[config.mk]
export PLATFORM = sky130hd
export DESIGN_NAME = mste_lane
export DESIGN_NICKNAME = d
export VERILOG_FILES = /design/src/sv/mste_pkg.sv /design/src/sv/mste_lane.sv
export SDC_FILE = /design/constraint.sdc
export NUM_CORES = 2
export LEC_CHECK = 0
export BUFFER_PORTS_ARGS = -buffer_cell sky130_fd_sc_hd__buf_2
export CAP_MARGIN = 20
export CORE_ASPECT_RATIO = 0.7
export CORE_MARGIN = 5
export CORE_UTILIZATION = 45
export CTS_CLUSTER_SIZE = 8
export DETAILED_ROUTE_END_ITERATION = 8
export PLACE_DENSITY_LB_ADDON = 0.08
export SETUP_SLACK_MARGIN = 0.1
export SLEW_MARGIN = 5
export SYNTH_ARGS = -nofsm -noshare
export SYNTH_HDL_FRONTEND = slang
export SYNTH_SLANG_ARGS = --single-unit
export TNS_END_PERCENT = 50
[constraint.sdc]
create_clock -name aclk -period 25.1 [get_ports aclk]
set_input_delay 3.765 -clock aclk [delete_from_list [all_inputs] [get_ports aclk]]
set_output_delay 3.765 -clock aclk [all_outputs]
set_load 0.005 [all_outputs]
[src/sv/mste_pkg.sv]
`default_nettype none
package mste_pkg;

    localparam int MAX_DEVICES = 4;
    localparam int TAPS        = 20;
    localparam int SCALE_DIV   = 100;

    localparam int DEV_W  = (MAX_DEVICES > 1) ? $clog2(MAX_DEVICES) : 1;
    localparam int TAP_W  = (TAPS > 1) ? $clog2(TAPS) : 1;
    localparam int CNT_W  = $clog2(TAPS + 2);
    localparam int SAMP_W = 18;
    localparam int COEF_W = 16;
    localparam int PROD_W = SAMP_W + COEF_W;
    localparam int ACC_W  = PROD_W + TAP_W;
    localparam int SUM_W  = ACC_W + DEV_W;
    localparam int EST_W  = 24;
    localparam int OFS_W  = 18;
    localparam int CFG_W  = 24;
    localparam int IDX_W  = 3;

    localparam logic [1:0] FUNC_LOAD   = 2'd0;
    localparam logic [1:0] FUNC_PRIME  = 2'd1;
    localparam logic [1:0] FUNC_TICK   = 2'd2;
    localparam logic [1:0] FUNC_UNUSED = 2'd3;

    localparam logic [IDX_W-1:0] REG_NUM_DEVICES  = 3'd0;
    localparam logic [IDX_W-1:0] REG_TEMP_OFFSET  = 3'd1;
    localparam logic [IDX_W-1:0] REG_HIGH_LIMIT   = 3'd2;
    localparam logic [IDX_W-1:0] REG_LOW_LIMIT    = 3'd3;
    localparam logic [IDX_W-1:0] REG_ALERT_ENABLE = 3'd4;

    typedef struct packed {
        logic              wr_sample;
        logic              prime;
        logic              load;
        logic [TAP_W-1:0]  load_tap;
        logic [TAP_W-1:0]  slot;
        logic [TAP_W-1:0]  rd_idx;
        logic [TAP_W-1:0]  tap;
        logic              prod_en;
        logic              acc_clr;
        logic              acc_en;
    } lane_ctrl_t;

endpackage
`default_nettype wire

[src/sv/mste_lane.sv]
`default_nettype none
module mste_lane
    import mste_pkg::*;
(
    input  wire logic                     aclk,
    input  wire logic                     aresetn,
    input  wire lane_ctrl_t               ctrl,
    input  wire logic signed [SAMP_W-1:0] sample,
    input  wire logic signed [COEF_W-1:0] coef_value,
    output logic signed [ACC_W-1:0]       acc
);

    logic signed [SAMP_W-1:0] hist_reg [TAPS];
    logic signed [COEF_W-1:0] coef_reg [TAPS];
    logic signed [PROD_W-1:0] prod_reg;
    logic signed [ACC_W-1:0]  acc_reg;

    always_ff @(posedge aclk) begin
        if (!aresetn) begin
            for (int i = 0; i < TAPS; i++) hist_reg[i] <= '0;
        end else if (ctrl.prime) begin
            for (int i = 0; i < TAPS; i++) hist_reg[i] <= sample;
        end else if (ctrl.wr_sample) begin
            hist_reg[ctrl.slot] <= sample;
        end
    end

    always_ff @(posedge aclk) begin
        if (ctrl.load) coef_reg[ctrl.load_tap] <= coef_value;
        if (ctrl.prod_en) prod_reg <= hist_reg[ctrl.rd_idx] * coef_reg[ctrl.tap];
    end

    always_ff @(posedge aclk) begin
        if (!aresetn) begin
            acc_reg <= '0;
        end else if (ctrl.acc_clr) begin
            acc_reg <= '0;
        end else if (ctrl.acc_en) begin
            acc_reg <= acc_reg + ACC_W'(prod_reg);
        end
    end

    assign acc = acc_reg;

endmodule
`default_nettype wire

==> results.yml <==
yosys:
  yosys.area.top_type: "edfxtp_1"
  syn-instance-count: 3440
  synth_fp_nets: 3917
  synth_area_per_cell_sq_um: 15.1
  synth.top_cells.by_area: "edfxtp_1 54%, mux4_2 12%, fa_1 11%"
  ys_seq_area_share_pct: 55.4
  ys_types: 72
  synthFlopType: "edfxtp_1"
  synth-edff-count: 930
  ys_warn_count: 0
  synth-async-reset-ratio_pct: 0
  netlist.area_leader.share_pct: 53.9
  yosysMostFrequentCell: "edfxtp_1"
  yosys_register_bits: 969
  synth_common_cells: "930 x edfxtp_1, 346 x inv_1, 291 x fa_1"
  syn_area_sq_um: 51900
finish:
  seqCellArea_sq_um: 28700
  fill_cells: 9453
  fin_cells: 5174
  largest_register_ffs: 576
  multi_input_area_sq_um: 21300
  finish.net_count: 4080
  drive_gt1_share_pct: 19.7
  area_growth_pct: 12.8
hold_path:
  hold_start: "acc[38]"
  hp-class: "flop to flop"
route:
  drtIter0Drc: 2567
  first_pass_iters: 5
  wire_per_inst_microns: 26.4
  vias_per_cell: 5.67
  wl_mm: 137
  ant_nets: 0
  num_vias: 29400
  drc: 0
clock_network:
  cts_resized: 0
  post_cts_buffers: 0
  cts.root.buffer_cell: "clkbuf_16"
  path_clk_slew_ps: 60
  clock_latency_ps: 770
  htreeDepth: 4
  holdBufCountCts: 0
  numClockSinks: 969
  tritoncts: "done"
  clk_path_buf_depth: 3
  cts_inserted_buffers: 139
place:
  placed_cells: 4993
  post-place-ws_ps: 11000
  dp_hpwl_mm: 91.8
  numPortBuffers: 100
  gp_congestion: 0.856
die:
  placementRows: 104
  io_pins: 101
  chipWidth_microns: 416
  die_area_sq_um: 122000
  start_util_pct: 45.2
  core_area_sq_um: 115000
  fp.dieH_microns: 294
setup_path:
  critPathMaxStageDelay_ps: 810
  crit_start: "ctrl[8]"
  timing.reg2reg.setup_slack_ps: 16760
  r2r-end: "prod_reg[30]"
  rr_worst_depth: 24
  worst_ep_required_time_ps: 25590
  crit_type: "primary input to flop"
  worst-path-buf-inv: 8
  critPathLaunchType: "primary input"
  cp-endpoint: "prod_reg[30]"
  reg2reg_from: "hist_reg[3][8]"
  crit_family: "adder cells"
  crit_fanout: 71
  cpMaxStageDelayCell: "buf_4"
  critPathMostFrequentCell: "fa_1"
  crit_path_end_kind: "flop"
  crit_cells: 27
  arrival_ps: 13690
sta:
  fmax_ghz: 0.0758
  min_period_ps: 13200
  maxSlewHeadroom_pct: 19.5
  worstMarginPinSlew_ps: 1210
  worst_slack_ps: 11900
  finalCritPeriodShare_pct: 52.6
  fin_skew_ps: 57.4
  setup_viol: 0
  finalHoldViolCount: 0
  tns_ps: 0
  drv_slew: 0
  rsz0062_at_grt: "no"
global_routing:
  grt_use_total_pct: 22.5
  antenna_found_initial: 16
  grt_pass1_vias: 30800
  grt_max_degree: 72
  grt_pass1_wl_mm: 203
  grt_remaining_overflow: 0
status:
  outcome: "finished, final reports clean"
job:
  drv_cap: 0
## worst min path at each step
stage | end | slack (ps) | cells after the start
4_1_cts | acc[38] | 470 | 2
3_5_place_dp | acc[38] | 460 | 2
6_report | acc[38] | 470 | 2
3_3_place_gp | acc[38] | 450 | 2
5_1_grt | acc[35] | 500 | 2
2_1_floorplan | acc[35] | 460 | 2
## layout by cell type (no fill, tap or decap), types with 8 or more instances in the layout
master     netlist  final
nand2b_1        46     46
dfxtp_1         39     39
nand2_1        120    120
buf_2           43     96
nand3b_1        14     14
buf_4            9     70
edfxtp_1       930    930
o21ai_0         63     43
a31oi_1         10     10
a21o_1          37     37
xnor2_1         39     39
inv_1          346    346
o21a_1          20     20
o21ai_1         14     23
a21oi_1         62     62
fa_1           291    291
xor2_1          18     18
mux2i_1         31     26
nor2_2           0     16
a211oi_1         8      8
clkbuf_1        91     14
nor2_1         252    224
mux2_2          10     10
and2_1         183    183
clkbuf_16        0    140
nand3_1         23     23
ha_1           124    124
nor2b_1        181    181
nor2_4           0     12
and3_1           8      8
or2_2           15     15
o21ai_2          0      9
mux2i_2          9     14
or3_1            8      8
clkinv_16        0      9
mux4_2         276    276
o21bai_1         8      8
inv_2            8      8
nor3_1          15     15
## stage by stage
step / util (%) / hold WS, ps / cell area, sq um
global route: 51.0 / 497 / 58500
global placement: 47.4 / 454 / 54300
finish: 51.0 / 466 / 58500
floorplan: - / 459 / 51900
CTS: 50.9 / 471 / 58400
detailed placement: 47.5 / 463 / 54400
## layout make-up
type	instances	area share (%)
Timing Repair Buffer	180	2.14
Multi-Input combinational cell	1959	36.5
Antenna cell	5	0.0214
Clock inverter	15	0.629
Clock buffer	155	6.10
Sequential cell	969	49.1
Tap cell	1537	3.29
Inverter	354	2.27
## per-layer routing
metal | wire (microns) | track usage [%] | vias up
met5 | 28 | 0 | -
met4 | 2480 | 5.34 | 6
met3 | 13500 | 7.30 | 170
met2 | 59500 | 32.4 | 1121
met1 | 61200 | 33.5 | 15400
li1 | - | - | 12600
## worst register-to-register path: stages (launching register included)
cell       delay [ps]
edfxtp_1          350
mux4_2            570
mux4_2            550
mux2i_1           860
nor2_1            170
fa_1              610
inv_1              80
fa_1              560
fa_1              450
fa_1              550
inv_1              50
fa_1              470
inv_1              50
fa_1              470
inv_1              40
ha_1              370
a21oi_1           130
nand2_1            70
a41oi_1            80
nor3_1            590
o2111ai_1         250
a41oi_1           400
nor4_1             80
a31oi_1           150
o211ai_1          110
## cells by family after synthesis
kind of cell               count (synthesis)  synth area share (%)
DFF                                      969                  55.4
and+or+nand+nor                          891                  8.95
buffers and inverters                    512                  3.89
adders and majority gates                415                  14.2
muxes                                    332                  13.3
AOI/OAI and AO/OA                        264                  3.30
xor gates and xnor gates                  57                 0.963
Power is not shown: default switching activity piles up to over one toggle a cycle in this logic, so the estimate is an artifact.
