`src/sv/mste_pkg.sv`:
```
`default_nettype none
package mste_pkg;

    localparam int MAX_DEVICES = 4;
    localparam int TAPS        = 20;
    localparam int SCALE_DIV   = 100;

    localparam int DEV_W  = (MAX_DEVICES > 1) ? $clog2(MAX_DEVICES) : 1;
    localparam int TAP_W  = (TAPS > 1) ? $clog2(TAPS) : 1;
    localparam int CNT_W  = $clog2(TAPS + 2);
    localparam int SAMP_W = 18;
    localparam int COEF_W = 16;
    localparam int PROD_W = SAMP_W + COEF_W;
    localparam int ACC_W  = PROD_W + TAP_W;
    localparam int SUM_W  = ACC_W + DEV_W;
    localparam int EST_W  = 24;
    localparam int OFS_W  = 18;
    localparam int CFG_W  = 24;
    localparam int IDX_W  = 3;

    localparam logic [1:0] FUNC_LOAD   = 2'd0;
    localparam logic [1:0] FUNC_PRIME  = 2'd1;
    localparam logic [1:0] FUNC_TICK   = 2'd2;
    localparam logic [1:0] FUNC_UNUSED = 2'd3;

    localparam logic [IDX_W-1:0] REG_NUM_DEVICES  = 3'd0;
    localparam logic [IDX_W-1:0] REG_TEMP_OFFSET  = 3'd1;
    localparam logic [IDX_W-1:0] REG_HIGH_LIMIT   = 3'd2;
    localparam logic [IDX_W-1:0] REG_LOW_LIMIT    = 3'd3;
    localparam logic [IDX_W-1:0] REG_ALERT_ENABLE = 3'd4;

    typedef struct packed {
        logic              wr_sample;
        logic              prime;
        logic              load;
        logic [TAP_W-1:0]  load_tap;
        logic [TAP_W-1:0]  slot;
        logic [TAP_W-1:0]  rd_idx;
        logic [TAP_W-1:0]  tap;
        logic              prod_en;
        logic              acc_clr;
        logic              acc_en;
    } lane_ctrl_t;

endpackage
`default_nettype wire

```
`src/sv/mste_merge.sv`:
```
`default_nettype none
module mste_merge
    import mste_pkg::*;
(
    input  wire logic                     aclk,
    input  wire logic                     aresetn,
    input  wire logic                     start,
    input  wire logic signed [ACC_W-1:0]  acc [MAX_DEVICES],
    input  wire logic signed [OFS_W-1:0]  temp_offset,
    input  wire logic signed [EST_W-1:0]  high_limit,
    input  wire logic signed [EST_W-1:0]  low_limit,
    input  wire logic                     alert_enable,
    output logic                          busy,
    output logic                          done,
    output logic signed [EST_W-1:0]       estimate,
    output logic                          alert
);

    localparam int EW = SUM_W + 2;
    localparam logic signed [EW-1:0] EMAX = EW'(8388607);
    localparam logic signed [EW-1:0] EMIN = -EW'(8388608);

    // The magnitude is split as hi * 2**LO_W + lo. Since 2**LO_W = SCALE_DIV * HI_Q + HI_R,
    // the quotient is hi * HI_Q plus the quotient of the small rest hi * HI_R + lo.
    localparam int     LO_W  = 20;
    localparam int     HI_W  = SUM_W - LO_W;
    localparam int     HI_Q  = (1 << LO_W) / SCALE_DIV;
    localparam int     HI_R  = (1 << LO_W) % SCALE_DIV;
    localparam int     QH_W  = HI_W + $clog2(HI_Q + 1);
    localparam int     R1_W  = HI_W + 7;
    // The rest stays below 2**R1_W, so a ceiling reciprocal with a shift of 34 is exact.
    localparam int     RC_SH = 34;
    localparam int     RC_W  = 2 * R1_W;
    localparam longint RECIP = ((longint'(1) << RC_SH) + SCALE_DIV - 1) / SCALE_DIV;

    typedef enum logic [1:0] {M_IDLE, M_SPLIT, M_MUL, M_FIN} mstate_t;

    mstate_t                 state_reg;
    logic [SUM_W-1:0]        mag_reg;
    logic                    neg_reg;
    logic [R1_W-1:0]         r1_reg;
    logic [QH_W-1:0]         qhi_reg;
    logic [SUM_W-1:0]        q_reg;
    logic                    done_reg;
    logic signed [EST_W-1:0] est_reg;
    logic                    alert_reg;

    logic signed [SUM_W-1:0] sum;
    logic [HI_W-1:0]         hi_part;
    logic [R1_W-1:0]         r1_next;
    logic [QH_W-1:0]         qhi_next;
    logic [RC_W-1:0]         rc_prod;
    logic [SUM_W-1:0]        q_next;
    logic signed [EW-1:0]    q_s;
    logic signed [EW-1:0]    est_full;
    logic signed [EST_W-1:0] est_sat;

    always_comb begin
        sum = '0;
        for (int i = 0; i < MAX_DEVICES; i++) sum = sum + SUM_W'(acc[i]);
    end

    always_comb begin
        hi_part  = mag_reg[SUM_W-1:LO_W];
        r1_next  = R1_W'(hi_part) * R1_W'(HI_R) + R1_W'(mag_reg[LO_W-1:0]);
        qhi_next = QH_W'(hi_part) * QH_W'(HI_Q);
        rc_prod  = RC_W'(r1_reg) * RC_W'(RECIP);
        q_next   = SUM_W'(qhi_reg) + SUM_W'(rc_prod[RC_W-1:RC_SH]);
    end

    always_comb begin
        q_s      = neg_reg ? -$signed({2'b00, q_reg}) : $signed({2'b00, q_reg});
        est_full = q_s + EW'(temp_offset);
        if (est_full > EMAX) est_sat = EST_W'(EMAX);
        else if (est_full < EMIN) est_sat = EST_W'(EMIN);
        else est_sat = EST_W'(est_full);
    end

    always_ff @(posedge aclk) begin
        if (!aresetn) begin
            state_reg <= M_IDLE;
            done_reg  <= 1'b0;
        end else begin
            done_reg <= 1'b0;
            case (state_reg)
                M_IDLE: begin
                    if (start) begin
                        neg_reg   <= sum[SUM_W-1];
                        mag_reg   <= sum[SUM_W-1] ? SUM_W'(-sum) : SUM_W'(sum);
                        state_reg <= M_SPLIT;
                    end
                end
                M_SPLIT: begin
                    r1_reg    <= r1_next;
                    qhi_reg   <= qhi_next;
                    state_reg <= M_MUL;
                end
                M_MUL: begin
                    q_reg     <= q_next;
                    state_reg <= M_FIN;
                end
                M_FIN: begin
                    est_reg   <= est_sat;
                    alert_reg <= alert_enable &&
                                 (est_sat >= high_limit || est_sat <= low_limit);
                    done_reg  <= 1'b1;
                    state_reg <= M_IDLE;
                end
                default: state_reg <= M_IDLE;
            endcase
        end
    end

    assign busy     = (state_reg != M_IDLE);
    assign done     = done_reg;
    assign estimate = est_reg;
    assign alert    = alert_reg;

endmodule
`default_nettype wire

```
`config.mk`:
```
export PLATFORM = sky130hd
export DESIGN_NAME = mste_merge
export DESIGN_NICKNAME = d
export VERILOG_FILES = /design/src/sv/mste_pkg.sv /design/src/sv/mste_merge.sv
export SDC_FILE = /design/constraint.sdc
export NUM_CORES = 2
export LEC_CHECK = 0
export BUFFER_PORTS_ARGS = -buffer_cell sky130_fd_sc_hd__clkbuf_2
export CAP_MARGIN = 20
export CORE_MARGIN = 8
export CORE_UTILIZATION = 50
export CTS_BUF_LIST = sky130_fd_sc_hd__clkbuf_4 sky130_fd_sc_hd__clkbuf_8
export DETAILED_ROUTE_END_ITERATION = 8
export PLACE_DENSITY_LB_ADDON = 0.12
export RECOVER_POWER = 100
export SLEW_MARGIN = 20
export SYNTH_ARGS = -nofsm -noshare
export SYNTH_HDL_FRONTEND = slang
export SYNTH_SLANG_ARGS = --single-unit
export TNS_END_PERCENT = 1
```
`constraint.sdc`:
```
create_clock -name aclk -period 21.6 [get_ports aclk]
set_input_delay 1.08 -clock aclk [delete_from_list [all_inputs] [get_ports aclk]]
set_output_delay 1.08 -clock aclk [all_outputs]
set_load 0.02 [all_outputs]
```
==> metrics.md <==
| Metric | Value |
|---|---|
| GP Congestion | `0.954` |
| Synth warn | `0` |
| Nets | `5230` |
| Final count of negative-setup-slack endpoints | `0` |
| Crit-path max FO | `27` |
| Largest net degree at the start of global routing | `64` |
| Vias in the first global route | `26500` |
| Reg-to-Reg Start | `q_reg[8]$_DFFE_PP_` |
| Worst path required time | `21920 ps` |
| Share of post-route cells with drive strength above 1 | `7.52%` |
| Largest cells by area after synthesis | `fa_1, ha_1, edfxtp_1, inv_1, xnor2_1` |
| Final worst path period need | `11360 ps` |
| Initial Utilization | `50.4%` |
| Pre-CTS setup slack | `11900 ps` |
| Skew final | `40.9 ps` |
| Worst stage delay on the critical path | `2140 ps` |
| Slowest CP cell | `o21ai_0` |
| Crit Reg-Reg Endpoint | `alert$_DFFE_PP_` |
| Total wire length | `around 85000 um` |
| Outcome | `complete, but fails checks` |
| Hold Path Depth | `0` |
| Most common cell in the netlist | `inv_1` |
| Synth Instances | `3638` |
| Synth async-reset ratio | `0%` |
| Pre-antenna DRT Iters | `8` |
| Average routed wire per standard cell | `~18 um` |
| First-pass GRT wire length | `~140000 um` |
| Clk buf depth | `2` |
| Mean Syn Cell Area | `roughly 9.9 um^2` |
| Initial antenna violation count | `2` |
| Setup tns final | `0 ps` |
| Highest Clock Rate | `88.0 MHz` |
| Failing checks | `max-capacitance violations, max-slew violations` |
| Total track usage | `between 20% and 30%` |
| Synth unique cells | `82` |
| H-tree levels | `4` |
| Synth top area share | `25.7%` |
| Port Buffers | `252` |
| Num ports | `253` |
| Vias | `~26000` |
| Row count | `98` |
| Syn nets | `4997` |
| Final Max Tran Viols | `222` |
| CTS tree | `yes` |
| Finished Core Util | `between 50% and 60%` |
| CTS Buf Count | `17` |
| Actual slew at the worst max-slew pin | `3470 ps` |
| Max reg flops | `41` |
| Non-Filler Instances | `between 4000 and 5000` |
| Worst Path Arrival | `11680 ps` |
| Critical path's top delay family | `compound AO/OA/AOI/OAI gates` |
| Die Y-Extent | `284 um` |
| Die area | `80600 um^2` |
| GRT overflow | `0` |
| Vias per cell | `between 5 and 6` |
| Unrepaired setup endpoints after global routing | `false` |
| Register area share after synthesis | `14.1%` |
| Hold-fix buffers at CTS | `0` |
| Buf+Inv Stages, Crit Path | `1` |
| Syn-to-layout area delta | `7.18%` |
| Starting DRT DRC Count | `1494` |
| Placed wire-length estimate | `74600 um` |
| FF+latch count, synth | `169` |
| Post-CTS setup repair buffer count | `0` |
| Core area | `between 70000 and 80000 um^2` |
| Max_cap viols | `6` |
| Final Hold Viols | `0` |
| Hold path startpoint | `mag_reg[0]$_DFFE_PP_` |
| Worst setup EP type | `register` |
| Inst Count DP | `4802` |
| Die width | `284 um` |
| Hold EP | `r1_reg[0]$_DFFE_PP_` |
| Cell area after synthesis | `35900 um^2` |
| Final period utilization | `52.6%` |
| Relative slew slack | `-131%` |
| Reg2Reg Setup Slack | `roughly 10000 ps` |
| Drt drc | `0` |
| Worst R2R Path Depth | `30` |
| Hold Crit Class | `register to register` |
| Post-route setup slack | `10240 ps` |
| Final ANT Viol Nets | `0` |
| Most frequent cells after synthesis | `inv_1, ha_1, fa_1` |
| Worst skew pair latency | `580 ps` |
| Dominant cell type by area after synthesis | `fa_1` |
| CP Class | `register to register` |
| Cts repair resizes | `0` |
| EDFF count, synth | `about 170` |
| Prevailing post-synth register cell | `edfxtp_1` |
| Clock sinks | `169` |
| CTS Root Cell | `clkbuf_8` |
| CP startpoint kind | `register` |
| Clock slew at reported path FFs | `roughly 120 ps` |
-- per-stage QoR --
step | hold WS [ps] | instance area [um^2]
after floorplan | 400 | 35900
after global placement | 403 | 38200
after detailed placement | 408 | 38200
after CTS | 421 | 38700
after global routing | 437 | 38500
final | 413 | 38500
-- cells in the final DEF (no fill, tap or decap), types with 13 or more instances in the layout --
cell	count
o31ai_1	21
nor2_1	112
o21ai_1	22
or4_1	13
and3_1	34
clkbuf_2	222
or3_1	17
nand4_1	60
clkbuf_1	34
nand2_1	119
a21o_1	108
nand2b_1	28
o221ai_1	24
edfxtp_1	166
clkbuf_8	17
o21ai_0	121
xnor2_1	189
a211oi_1	24
nor2b_1	24
o21bai_1	25
o21a_1	31
xor2_1	68
a31oi_1	24
ha_1	672
inv_1	721
nand3_1	59
fa_1	461
nor3_1	43
a21oi_1	197
o211ai_1	22
-- worst register-to-register path: cells and delay by family (launching register included) --
| kind | cells | cell delay, ps |
|---|---|---|
| flip-flops | 1 | 460 |
| adder cells (fa/ha/maj) | 2 | 750 |
| AND/OR/NAND/NOR | 9 | 4190 |
| AO/OA/AOI/OAI | 17 | 5550 |
| XOR/XNOR | 1 | 110 |
| buffers and inverters | 1 | 70 |
-- area by class of cell --
type	instances	area, um^2
Antenna cell	1	2.50
Clock buffer	17	234
Clock inverter	15	201
Fill cell	6467	32800
Inverter	721	2710
Multi-Input combinational cell	2699	27800
Sequential cell	169	5040
Tap cell	950	1190
Timing Repair Buffer	263	1290
-- worst max-delay path by stage --
| stage | startpoint | end | slack (ps) | cells after the start |
|---|---|---|---|---|
| after floorplan | r1_reg[11]$_DFFE_PP_ | q_reg[24]$_DFFE_PP_ | 12880 | 34 |
| after global placement | r1_reg[13]$_DFFE_PP_ | q_reg[26]$_DFFE_PP_ | 11990 | 34 |
| after detailed placement | r1_reg[11]$_DFFE_PP_ | q_reg[26]$_DFFE_PP_ | 11900 | 34 |
| after CTS | r1_reg[11]$_DFFE_PP_ | q_reg[24]$_DFFE_PP_ | 11830 | 34 |
| after global routing | q_reg[8]$_DFFE_PP_ | alert$_DFFE_PP_ | 9360 | 31 |
| final | q_reg[8]$_DFFE_PP_ | alert$_DFFE_PP_ | 10240 | 30 |
-- routing by layer --
layer	up-vias	wire length (um)	GRT usage, %
met3	70	3140	2.83
met5	-	0	0
met4	0	1300	4.09
li1	13000	-	-
met2	463	40300	35.0
met1	12600	40500	29.5
-- logic make-up (layout without fill, tap and decap cells) --
| group | after synthesis | count (layout) | synth area share (%) |
|---|---|---|---|
| compound gates | 714 | 714 | 13.4 |
| mux | 8 | 8 | 0.234 |
| buf+inv | 770 | 1016 | 8.14 |
| xor+xnor | 260 | 260 | 6.40 |
| fa+ha+maj | 1133 | 1133 | 49.1 |
| flops | 169 | 169 | 14.1 |
| simple gates | 584 | 584 | 8.63 |
| other cells | 0 | 1 | 0 |
Power is left out: the tool's default activity adds up to more than one toggle a clock period on the data nets, which glitch-free logic cannot reach.
